File: config.mk
export PLATFORM = sky130hd
export DESIGN_NAME = radix_digit_converter_unit
export DESIGN_NICKNAME = d
export VERILOG_FILES = /design/src/hw/rtl/rdc_pkg.sv /design/src/hw/rtl/rdc_ctrl.sv /design/src/hw/rtl/rdc_datapath.sv /design/src/hw/rtl/radix_digit_converter_unit.sv
export SDC_FILE = /design/constraint.sdc
export NUM_CORES = 1
export LEC_CHECK = 0
export ABC_AREA = 0
export BUFFER_PORTS_ARGS = -buffer_cell sky130_fd_sc_hd__clkbuf_2
export CORE_MARGIN = 3
export CORE_UTILIZATION = 30
export CTS_BUF_LIST = sky130_fd_sc_hd__clkbuf_2
export DETAILED_ROUTE_END_ITERATION = 16
export GPL_TIMING_DRIVEN = 0
export PLACE_DENSITY = 0.55
export SYNTH_ARGS = -nofsm -noshare
export SYNTH_HDL_FRONTEND = slang
export SYNTH_SLANG_ARGS = --single-unit
File: constraint.sdc
create_clock -name i_clk -period 26.4 [get_ports i_clk]
set_clock_uncertainty 0.05 [all_clocks]
set_input_delay 3.96 -clock i_clk [delete_from_list [all_inputs] [get_ports i_clk]]
set_output_delay 3.96 -clock i_clk [all_outputs]
set_load 0.01 [all_outputs]
File: src/hw/rtl/rdc_pkg.sv
// types, constants and helper functions of the radix digit converter
package rdc_pkg;

    localparam int VALUE_WIDTH_DEF = 32;
    localparam int MAX_DIGITS_DEF  = 32;

    // quotient bits resolved per divider cycle
    localparam int DIV_BITS = 8;

    localparam logic [7:0] BASE_MIN = 8'd2;
    localparam logic [7:0] BASE_MAX = 8'd16;

    localparam logic MODE_LOAD = 1'b0;
    localparam logic MODE_READ = 1'b1;

    localparam logic [4:0] DIGIT_NONE = 5'd16;

    localparam logic [7:0] DIGIT_TABLE [16] = '{
        8'h30, 8'h31, 8'h32, 8'h33, 8'h34, 8'h35, 8'h36, 8'h37,
        8'h38, 8'h39, 8'h41, 8'h42, 8'h43, 8'h44, 8'h45, 8'h46
    };

    typedef struct packed {
        logic       mode;
        logic [7:0] char_code;
        logic [7:0] base;
        logic       last;
    } t_in_item;

    typedef struct packed {
        logic [7:0] digit_char;
        logic       accepted;
        logic       last_res;
    } t_out_item;

    typedef enum logic [1:0] {
        S_IDLE,
        S_DIV,
        S_FETCH,
        S_EMIT
    } t_state;

    typedef struct packed {
        logic load_digit;
        logic start_read;
        logic div_step;
        logic emit_status;
        logic emit_digit;
    } t_cmd;

    typedef struct packed {
        logic in_is_read;
        logic in_last;
        logic in_base_ok;
        logic div_last_step;
        logic div_done;
        logic idx_zero;
        logic out_ready;
    } t_stat;

    function automatic logic [4:0] char_to_digit(input logic [7:0] c);
        logic [4:0] d;
        d = DIGIT_NONE;
        if (c >= 8'h30 && c <= 8'h39) begin
            d = 5'(c - 8'h30);
        end else if (c >= 8'h41 && c <= 8'h46) begin
            d = 5'(c - 8'h41 + 8'd10);
        end
        return d;
    endfunction

endpackage

File: src/hw/rtl/rdc_ctrl.sv
// controller state machine of the radix digit converter
module rdc_ctrl (
    input  logic          i_clk,
    input  logic          i_rst_n,
    input  logic          i_in_valid,
    output logic          o_in_stall,
    input  rdc_pkg::t_stat i_stat,
    output rdc_pkg::t_cmd  o_cmd
);
    import rdc_pkg::*;

    t_state r_state;
    t_state n_state;

    always_ff @(posedge i_clk) begin
        if (!i_rst_n) begin
            r_state <= S_IDLE;
        end else begin
            r_state <= n_state;
        end
    end

    always_comb begin
        n_state    = r_state;
        o_cmd      = '0;
        o_in_stall = 1'b1;
        case (r_state)
            S_IDLE: begin
                o_in_stall = !i_stat.out_ready;
                if (i_in_valid && i_stat.out_ready) begin
                    if (!i_stat.in_is_read) begin
                        o_cmd.load_digit  = 1'b1;
                        o_cmd.emit_status = i_stat.in_last;
                    end else if (i_stat.in_base_ok) begin
                        o_cmd.start_read = 1'b1;
                        n_state          = S_DIV;
                    end else begin
                        o_cmd.emit_status = 1'b1;
                    end
                end
            end
            S_DIV: begin
                o_cmd.div_step = 1'b1;
                if (i_stat.div_last_step && i_stat.div_done) begin
                    n_state = S_FETCH;
                end
            end
            S_FETCH: begin
                // buffer read is registered
                n_state = S_EMIT;
            end
            S_EMIT: begin
                if (i_stat.out_ready) begin
                    o_cmd.emit_digit = 1'b1;
                    n_state          = i_stat.idx_zero ? S_IDLE : S_FETCH;
                end
            end
            default: begin
                n_state = S_IDLE;
            end
        endcase
    end

endmodule

File: src/hw/rtl/rdc_datapath.sv
// value registers, load accumulator, digit divider, digit buffer and output register
module rdc_datapath #(
    parameter int VALUE_WIDTH = rdc_pkg::VALUE_WIDTH_DEF,
    parameter int MAX_DIGITS  = rdc_pkg::MAX_DIGITS_DEF
) (
    input  logic              i_clk,
    input  logic              i_rst_n,
    input  rdc_pkg::t_in_item  i_in_data,
    input  logic              i_out_stall,
    output logic              o_out_valid,
    output rdc_pkg::t_out_item o_out_data,
    input  rdc_pkg::t_cmd      i_cmd,
    output rdc_pkg::t_stat     o_stat
);
    import rdc_pkg::*;

    localparam int DIV_STEPS = (VALUE_WIDTH + DIV_BITS - 1) / DIV_BITS;
    localparam int PAD_W     = DIV_STEPS * DIV_BITS;
    localparam int STEP_W    = (DIV_STEPS > 1) ? $clog2(DIV_STEPS) : 1;
    localparam int CNT_W     = $clog2(MAX_DIGITS);

    logic [VALUE_WIDTH-1:0] r_stored;
    logic [VALUE_WIDTH-1:0] r_pending;
    logic                   r_run_valid;

    logic [PAD_W-1:0]  r_work;
    logic [3:0]        r_rem;
    logic [4:0]        r_base;
    logic [STEP_W-1:0] r_step;
    logic [CNT_W-1:0]  r_cnt;
    logic [CNT_W-1:0]  r_idx;

    logic [3:0] r_mem [MAX_DIGITS];
    logic [3:0] r_rd_data;

    logic      r_out_valid;
    t_out_item r_out_data;

    // load path
    logic [4:0]             w_digit;
    logic                   w_base_ok;
    logic                   w_ok;
    logic [VALUE_WIDTH-1:0] w_prod;
    logic [VALUE_WIDTH-1:0] w_sum;

    assign w_digit   = char_to_digit(i_in_data.char_code);
    assign w_base_ok = (i_in_data.base >= BASE_MIN) && (i_in_data.base <= BASE_MAX);
    assign w_ok      = w_base_ok && (w_digit != DIGIT_NONE)
                       && ({3'b000, w_digit} < i_in_data.base);
    assign w_prod    = r_pending * VALUE_WIDTH'(i_in_data.base);
    assign w_sum     = w_prod + VALUE_WIDTH'(w_ok ? w_digit[3:0] : 4'd0);

    // one divider cycle: DIV_BITS restoring steps on a remainder below the base
    logic [DIV_BITS-1:0] w_q;
    logic [3:0]          w_rem;
    logic [PAD_W-1:0]    w_work;

    always_comb begin
        logic [4:0] v_t;
        logic [3:0] v_rem;
        v_rem = r_rem;
        w_q   = '0;
        for (int i = 0; i < DIV_BITS; i++) begin
            v_t = {v_rem, r_work[PAD_W-1-i]};
            if (v_t >= r_base) begin
                v_t              = v_t - r_base;
                w_q[DIV_BITS-1-i] = 1'b1;
            end
            v_rem = v_t[3:0];
        end
        w_rem  = v_rem;
        w_work = (r_work << DIV_BITS) | PAD_W'(w_q);
    end

    logic w_last_step;
    logic w_cnt_full;
    logic w_div_done;

    assign w_last_step = (r_step == STEP_W'(DIV_STEPS - 1));
    assign w_cnt_full  = (r_cnt == CNT_W'(MAX_DIGITS - 1));
    assign w_div_done  = (w_work == '0) || w_cnt_full;

    always_ff @(posedge i_clk) begin
        if (!i_rst_n) begin
            r_stored    <= '0;
            r_pending   <= '0;
            r_run_valid <= 1'b1;
        end else if (i_cmd.load_digit) begin
            if (i_in_data.last) begin
                if (r_run_valid && w_ok) begin
                    r_stored <= w_sum;
                end
                r_pending   <= '0;
                r_run_valid <= 1'b1;
            end else begin
                r_pending   <= w_sum;
                r_run_valid <= r_run_valid && w_ok;
            end
        end
    end

    always_ff @(posedge i_clk) begin
        if (i_cmd.start_read) begin
            r_work <= PAD_W'(r_stored);
            r_rem  <= '0;
            r_base <= i_in_data.base[4:0];
            r_step <= '0;
            r_cnt  <= '0;
        end else if (i_cmd.div_step) begin
            r_work <= w_work;
            if (w_last_step) begin
                r_step <= '0;
                r_rem  <= '0;
                if (w_div_done) begin
                    r_idx <= r_cnt;
                end else begin
                    r_cnt <= r_cnt + CNT_W'(1);
                end
            end else begin
                r_step <= r_step + STEP_W'(1);
                r_rem  <= w_rem;
            end
        end else if (i_cmd.emit_digit && (r_idx != '0)) begin
            r_idx <= r_idx - CNT_W'(1);
        end
    end

    // digit buffer, least significant digit at entry zero
    always_ff @(posedge i_clk) begin
        if (i_cmd.div_step && w_last_step) begin
            r_mem[r_cnt] <= w_rem;
        end
        r_rd_data <= r_mem[r_idx];
    end

    logic w_out_ready;
    assign w_out_ready = !r_out_valid || !i_out_stall;

    always_ff @(posedge i_clk) begin
        if (!i_rst_n) begin
            r_out_valid <= 1'b0;
        end else if (i_cmd.emit_status || i_cmd.emit_digit) begin
            r_out_valid <= 1'b1;
        end else if (!i_out_stall) begin
            r_out_valid <= 1'b0;
        end
    end

    always_ff @(posedge i_clk) begin
        if (i_cmd.emit_status) begin
            r_out_data.digit_char <= 8'd0;
            r_out_data.accepted   <= (i_in_data.mode == MODE_LOAD) && r_run_valid && w_ok;
            r_out_data.last_res   <= 1'b1;
        end else if (i_cmd.emit_digit) begin
            r_out_data.digit_char <= DIGIT_TABLE[r_rd_data];
            r_out_data.accepted   <= 1'b1;
            r_out_data.last_res   <= (r_idx == '0);
        end
    end

    assign o_out_valid = r_out_valid;
    assign o_out_data  = r_out_data;

    assign o_stat.in_is_read    = (i_in_data.mode == MODE_READ);
    assign o_stat.in_last       = i_in_data.last;
    assign o_stat.in_base_ok    = w_base_ok;
    assign o_stat.div_last_step = w_last_step;
    assign o_stat.div_done      = w_div_done;
    assign o_stat.idx_zero      = (r_idx == '0);
    assign o_stat.out_ready     = w_out_ready;

endmodule

File: src/hw/rtl/radix_digit_converter_unit.sv
// Radix digit converter: a load beat carries one ASCII digit (0-9, A-F) and its
// base; digits accumulate as value * base + digit, and the beat marked last
// commits the value when every digit of the run was valid for a base of 2..16,
// returning one beat with the accepted flag. A read beat returns the stored
// value's digits in the given base, most significant first, the final one
// marked last_res; a bad base gives a single rejected beat. The shared divider
// resolves eight quotient bits per cycle, and each digit is then read from the
// digit buffer into a register (S_FETCH) and emitted (S_EMIT). Input is taken
// only while no read is in progress and the output register is free or being
// emptied.
module radix_digit_converter_unit #(
    parameter int VALUE_WIDTH = rdc_pkg::VALUE_WIDTH_DEF,
    parameter int MAX_DIGITS  = rdc_pkg::MAX_DIGITS_DEF
) (
    input  logic              i_clk,
    input  logic              i_rst_n,
    input  logic              i_in_valid,
    output logic              o_in_stall,
    input  rdc_pkg::t_in_item  i_in_data,
    output logic              o_out_valid,
    input  logic              i_out_stall,
    output rdc_pkg::t_out_item o_out_data
);
    import rdc_pkg::*;

    t_cmd  w_cmd;
    t_stat w_stat;

    rdc_ctrl u_ctrl (
        .i_clk      (i_clk),
        .i_rst_n    (i_rst_n),
        .i_in_valid (i_in_valid),
        .o_in_stall (o_in_stall),
        .i_stat     (w_stat),
        .o_cmd      (w_cmd)
    );

    rdc_datapath #(
        .VALUE_WIDTH (VALUE_WIDTH),
        .MAX_DIGITS  (MAX_DIGITS)
    ) u_datapath (
        .i_clk       (i_clk),
        .i_rst_n     (i_rst_n),
        .i_in_data   (i_in_data),
        .i_out_stall (i_out_stall),
        .o_out_valid (o_out_valid),
        .o_out_data  (o_out_data),
        .i_cmd       (w_cmd),
        .o_stat      (w_stat)
    );

endmodule

==> results of run 1 <==
cells in the final DEF (no fill, tap or decap), types with 40 or more instances in the layout:
master and instances:
nand2_1 255, dfxtp_1 90, nor2_1 73, inv_1 246, clkbuf_2 131, edfxtp_1 171, xnor2_1 42, a21oi_1 50
clkbuf_1 56, fa_1 167, ha_1 125, mux4_2 40, and2_1 147
critical path, delay by kind of cell, from the launching register on:
family	cells	cell delay (ns)
AOI/OAI and AO/OA	27	8.01
adders and majority gates	8	2.47
buffers and inverters	6	0.79
DFF	1	0.74
muxes	5	1.56
and+or+nand+nor	3	0.67
kinds of logic (layout without fill, tap and decap cells):
kind of cell,Yosys count,count (layout)
XOR/XNOR,60,60
flip-flops,261,261
multiplexers,86,86
buffers and inverters,320,475
adder cells (fa/ha/maj),292,292
AND/OR/NAND/NOR,598,598
other,1,5
AO/OA/AOI/OAI,230,230
flip-flops by register name, indices dropped and copies added, names as in the netlist:
| signal | count |
|---|---|
| u_datapath.r_step | 2 |
| u_datapath.r_stored | 32 |
| u_datapath.r_idx | 5 |
| u_ctrl.r_state | 2 |
| u_datapath.r_base | 5 |
| u_datapath.r_run_valid | 1 |
| u_datapath.r_cnt | 5 |
| u_datapath.o_out_valid | 1 |
| u_datapath.r_work | 32 |
| u_datapath.r_rem | 4 |
| u_datapath.r_mem | 128 |
| u_datapath.r_rd_data | 4 |
| u_datapath.o_out_data | 8 |
| u_datapath.r_pending | 32 |
area by class of cell:
cell class              count  area (µm²)  share of cell area (%)
well taps                 846        1060                    4.94
flip-flops and latches    261        6940                    32.4
multi-input cells        1267       11400                    53.0
clock inverters            22         151                   0.706
diodes                      4        10.0                  0.0467
plain buffers              73         287                    1.34
inverters                 247         927                    4.32
repair buffers             31         188                   0.875
clock buffers             102         510                    2.38
routing by layer:
metal	track usage, %	vias to the layer above	wire, µm
met5	0	-	0
met4	5.37	0	1560
met3	2.38	85	2970
met2	25.1	410	23500
met1	20.7	6902	22700
li1	-	6431	-
final timing paths:
kind,from,endpoint,slack (ns),depth (start not counted)
min reg2reg,u_datapath.o_out_data[8],u_datapath.o_out_data[8],0.41,2
max reg2reg,u_datapath.r_base[1],u_datapath.r_cnt[3],11.92,49
max,u_datapath.r_base[1],u_datapath.r_cnt[3],11.92,49
min,u_datapath.o_out_data[8],u_datapath.o_out_data[8],0.41,2
per-stage QoR:
stage / worst slack (ns) / hold WS [ns] / util (%) / cells / area (µm²)
CTS: 11.72 / 0.417 / 33.7 / 2849 / 21400
global placement: 11.30 / 0.387 / 32.5 / 2723 / 20700
global route: 10.53 / 0.435 / 33.7 / 2850 / 21400
detailed placement: 11.84 / 0.403 / 32.6 / 2725 / 20800
finish: 11.92 / 0.411 / 33.7 / 2853 / 21400
floorplan: 14.92 / 0.386 / - / 1848 / 19500
==> reports/results.txt, run 1 <==
Status: completed
Area growth, synth to finish: 9.92%
Clock Tree Root: clkbuf_2
CP Capture Type: flip-flop
Gr usage total: 15.3%
Post-route ant nets: 0
Post-DP HPWL: 38900 µm
# IOs: 34
Synth warn: 0
Vias in the first global route: 14596
Initial antenna violation count: 6
First-pass iteration count of the detailed router: 5
Row Count: 92
Top cell type's share of synthesized area: 26.3%
Ys async rst share: 0%
Setup CP Type: reg2reg
CTS resizes: 0
Clock slew at reported path FFs: 0.11 ns
Maximum number of pins on one net before global-route repair: 34
TNS Setup: 0 ns
Iter 0 DRT Violations: 815
Hold Vio Cnt, Final: 0
Crit path DAT: 15.12 ns
Synth Area per Inst: 10.6 µm²
CTS Buf Count: 68
Predominant post-synthesis flop cell: edfxtp_1
Slowest-stage cell, CP: a2111oi_1
DRC: 0
Synth cell count leaders: nand2_1 (255), inv_1 (246), edfxtp_1 (171), fa_1 (167), and2_1 (147)
Die width: 261 µm
First-pass GRT wire length: 81000 µm
Post-synthesis mux area share: 7.16%
Mapped cell area: 0.0195 mm²
Routed wire length: 50700 µm
TritonCTS Sinks: 261
Max Fclk: 69.1 MHz
CP max stage delay: 0.97 ns
Fillers: 6403
CP startpoint kind: flip-flop
Setup Buffers After CTS: 0
Fin crit share: 54.8%
H-tree levels: 3
I/O Buffers: 29
RD Place Congestion: 0.864
CTS tree: yes
Cells after Synth: 1848
Area share of xor/xnor cells in the synthesized design: 2.69%
Congestion Overflow GR: 0
CTS Hold Bufs: 0
Minimum clock period: 14.48 ns
Clk Latency, worst-skew pair: 0.85 ns
Simple-gate share of the synthesized area: 15.2%
Seq/Total Area, Yosys: 35.6%
Initial core utilization: 30.6%
Relative slew slack: 18.0%
Slew Viols, Final: 0
Yosys top cell by area: edfxtp_1
Ranking of synthesized cells by area: edfxtp_1 (26%), fa_1 (17%), dfxtp_1 (9.2%)
Post-synth cell types: 70
Most numerous cell in the Yosys netlist: nand2_1
Max Cap Viol: 0
Slew of the pin with the lowest slew margin: 1.23 ns
Worst min-delay path class: reg2reg
Fraction of the mapped netlist area in compound gates: 7.94%
Top cell by count, worst path: ha_1
Clock buffer depth: 3
Vias: 13828
Total core area: 0.0637 mm²
Vias per cell: 4.85
Die ar.: 0.0681 mm²
Flip-flop and latch count after synthesis: 261
Adder-cell share of the synthesized area: 25.2%
Crit path required time: 27.04 ns
Final Setup Violations: 0
Die height: 261 µm
Final nets: 2263
Synth Net Count: 2162
Worst-path maximum fanout: 9
Main combinational cell family by area after synthesis: adder cells
Layout cell share with drive strength beyond 1: 11.4%
WL per Instance: 17.8 µm
RSZ-0062 raised after global routing: no
EDFF count, synth: 171
Power of run 1 is left out: the tool's default activity adds up to more than one toggle a clock period on the data nets, which glitch-free logic cannot reach.
==> run 2, diff against run 1 <==
--- a/config.mk
+++ b/config.mk
@@ -5,14 +5,14 @@
 export SDC_FILE = /design/constraint.sdc
 export NUM_CORES = 1
 export LEC_CHECK = 0
-export ABC_AREA = 0
+export ABC_AREA = 1
 export BUFFER_PORTS_ARGS = -buffer_cell sky130_fd_sc_hd__clkbuf_2
 export CORE_MARGIN = 3
 export CORE_UTILIZATION = 30
 export CTS_BUF_LIST = sky130_fd_sc_hd__clkbuf_2
 export DETAILED_ROUTE_END_ITERATION = 16
 export GPL_TIMING_DRIVEN = 0
-export PLACE_DENSITY = 0.55
+export PLACE_DENSITY = 0.57
 export SYNTH_ARGS = -nofsm -noshare
 export SYNTH_HDL_FRONTEND = slang
 export SYNTH_SLANG_ARGS = --single-unit
==> constraint.sdc (replaced) <==
create_clock -name i_clk -period 12.6 [get_ports i_clk]
set_clock_uncertainty 0.05 [all_clocks]
set_input_delay 1.89 -clock i_clk [delete_from_list [all_inputs] [get_ports i_clk]]
set_output_delay 1.89 -clock i_clk [all_outputs]
set_load 0.01 [all_outputs]
==> reports/results.txt, run 2 <==
Row Count: 94 (+2.2%)
Congestion Overflow GR: 0 (unchanged)
Worst r2r src: u_datapath.r_base[4]
Max Fclk: 87.8 MHz (+27%)
Iter 0 DRT Violations: 1052 (+29%)
Total core area: 0.0665 mm² (+4.4%)
Worst setup path startpoint: u_datapath.r_base[4]
Die ar.: 0.0709 mm² (+4.1%)
Ranking of synthesized cells by area: edfxtp_1 (25%), fa_1 (16%), nand2_1 (11%)
Area growth, synth to finish: 10.3%
Commonest non-fill, non-tap cells in the layout: nand2_1 (576), inv_1 (477), nor2_1 (240)
Most common cell after layout, fill and taps aside: nand2_1
Ys async rst share: 0% (unchanged)
Post-Route Utilization: 33.7% (+0.043 points)
Gr usage total: 16.2% (+0.82 points)
First-pass GRT wire length: 89400 µm (+10%)
Fin crit share: 90.4% (+36 points)
Largest reg by FF count: u_datapath.r_mem
Slew of the pin with the lowest slew margin: 1.28 ns (+0.0548 ns)
Fillers: 7002 (+9.4%)
DRC: 0 (unchanged)
RSZ-0062 raised after global routing: no
Clock buffer depth: 3 (unchanged)
Post-route ant nets: 0 (unchanged)
Vias: 16173 (+17%)
Status: completed
Top cell type's share of synthesized area: 25.3% (-1.1 points)
CP max stage delay: 0.56 ns (-0.41 ns)
Crit path DAT: 11.99 ns (-3.13 ns)
Crit path depth: 68 (+39%)
Worst R2R Setup Slack: 1.21 ns (-10.71 ns)
Final nets: 2888 (+28%)
Synth warn: 0 (unchanged)
Synth Net Count: 2775 (+28%)
Max Cap Viol: 0 (unchanged)
Critical Path End: u_datapath.r_mem[17][2]
Seq/Total Area, Yosys: 34.1% (-1.4 points)
Flip-flop and latch count after synthesis: 261 (unchanged)
Clk Latency, worst-skew pair: 1.03 ns (+0.18 ns)
Top cell by count, worst path: nand2_1
Minimum clock period: 11.39 ns (-3.09 ns)
Predominant post-synthesis flop cell: edfxtp_1
Vias in the first global route: 16195 (+11%)
I/O Buffers: 29 (unchanged)
R2R depth: 68 (+39%)
Final instance area: 0.0224 mm² (+4.5%)
Cells after Synth: 2461 (+33%)
EDFF count, synth: 171 (unchanged)
Mapped cell area: 0.0203 mm² (+4.2%)
Post-synth cell types: 58 (-17%)
Worst min-delay path class: reg2reg
CTS Buf Count: 74 (+8.8%)
Maximum number of pins on one net before global-route repair: 35 (+2.9%)
Yosys top cell by area: edfxtp_1
Crit path required time: 13.20 ns (-13.84 ns)
CP Capture Type: flip-flop
CTS tree: yes
Worst-path maximum fanout: 32 (+23)
Synth cell count leaders: nand2_1 (576), inv_1 (478), nor2_1 (240), edfxtp_1 (171), fa_1 (167)
Hold Crit Start: u_datapath.o_out_data[8]
Synth Area per Inst: 8.26 µm² (-22%)
TritonCTS Sinks: 261 (unchanged)
RR Endpoint: u_datapath.r_mem[17][2]
Final Setup Violations: 0 (unchanged)
Clock Tree Root: clkbuf_2
Slew Viols, Final: 0 (unchanged)
Max FFs per register: 128 (unchanged)
Hold Vio Cnt, Final: 0 (unchanged)
Clock slew at reported path FFs: 0.09 ns (-0.02 ns)
Critical path's top delay family: compound AO/OA/AOI/OAI gates
RD Place Congestion: 0.916 (+6.1%)
CP bufs+invs: 11 (+5)
Most numerous cell in the Yosys netlist: nand2_1
Vias per cell: 4.62 (-4.7%)
DP Area: 0.0216 mm² (+4.1%)
Die height: 266 µm (+2.0%)
Slowest-stage cell, CP: and2_2
Post-DP HPWL: 42700 µm (+9.8%)
Initial core utilization: 30.6% (-0.057 points)
# IOs: 34 (unchanged)
First-pass iteration count of the detailed router: 5 (unchanged)
Routed wire length: 57000 µm (+12%)
CP startpoint kind: flip-flop
Layout cell share with drive strength beyond 1: 9.04% (-2.3 points)
Setup CP Type: reg2reg
WL per Instance: 16.3 µm (-8.5%)
Initial antenna violation count: 2 (-4)
H-tree levels: 3 (unchanged)
CTS Hold Bufs: 0 (unchanged)
Relative slew slack: 14.4% (-3.7 points)
Die width: 266 µm (+2.0%)
-- run 2: cell count changes after synthesis, sizes merged, moves of 53 or more --
cell	before	now
a21oi	51	104
and2	148	3
inv	247	486
nor2	73	245
nand2	255	577
o21ai	38	159
-- run 2: worst reg2reg max path: cells and delay by family, from the launching register on --
family / cells / cell delay, ns
AO/OA/AOI/OAI: 23 / 3.90
AND/OR/NAND/NOR: 26 / 3.07
adder cells (fa/ha/maj): 8 / 2.52
buffers and inverters: 11 / 1.18
flip-flops: 1 / 0.37
-- run 2: logic make-up after synthesis --
logic type | Yosys count | synth area share [%]
other cells | 1 | 0.0185
compound gates | 336 | 9.68
buf+inv | 592 | 11.3
flops | 261 | 34.1
fa+ha+maj | 292 | 24.1
simple gates | 922 | 18.3
xor+xnor | 57 | 2.46
-- run 2: layout make-up --
type	count	area (µm²)	share of cell area, %
repair buffers	37	233	1.04
well taps	864	1080	4.82
plain buffers	105	463	2.07
flip-flops and latches	261	6940	31.0
diodes	4	10.0	0.0447
inverters	487	1830	8.17
clock inverters	18	128	0.570
multi-input cells	1608	11100	49.7
clock buffers	116	581	2.59
-- run 2: how the worst min path moves through the flow --
stage,endpoint,slack [ns],cells after the start
floorplan,u_datapath.r_rem[3],0.38,2
global placement,u_datapath.o_out_data[8],0.39,2
detailed placement,u_datapath.o_out_data[8],0.39,2
CTS,u_datapath.o_out_data[8],0.41,2
global route,u_datapath.o_out_data[4],0.44,2
finish,u_datapath.o_out_data[8],0.40,2
-- run 2: per-layer routing --
layer	part of all wire (%)	global-route usage [%]	vias to the layer above	routed length, µm
met1	47	22.1	7675	26600
li1	-	-	7953	-
met2	45	26.4	436	25900
met3	5.5	2.83	109	3140
met5	0	0	-	0
met4	2.3	4.61	0	1310
-- run 2: through the flow --
| stage | TNS (ns) | worst slack [ns] | hold slack (ns) | std cells |
|---|---|---|---|---|
| 3_3_place_gp | -98.94 | -2.48 | 0.389 | 3354 |
| 5_1_grt | 0 | 0.0582 | 0.444 | 3499 |
| 2_1_floorplan | 0 | 1.51 | 0.380 | 2461 |
| 6_report | 0 | 1.21 | 0.404 | 3500 |
| 3_5_place_dp | -11.98 | -0.251 | 0.390 | 3356 |
| 4_1_cts | 0 | 0.232 | 0.406 | 3491 |
-- run 2: timing repair --
item	4_1_cts	5_1_grt
pin swaps	0	4
endpoints found under the setup margin	69	125
setup buffers	1	5
gates resized for setup	2	8
hold endpoints to repair	0	0
Power of run 2 is left out for the same reason.
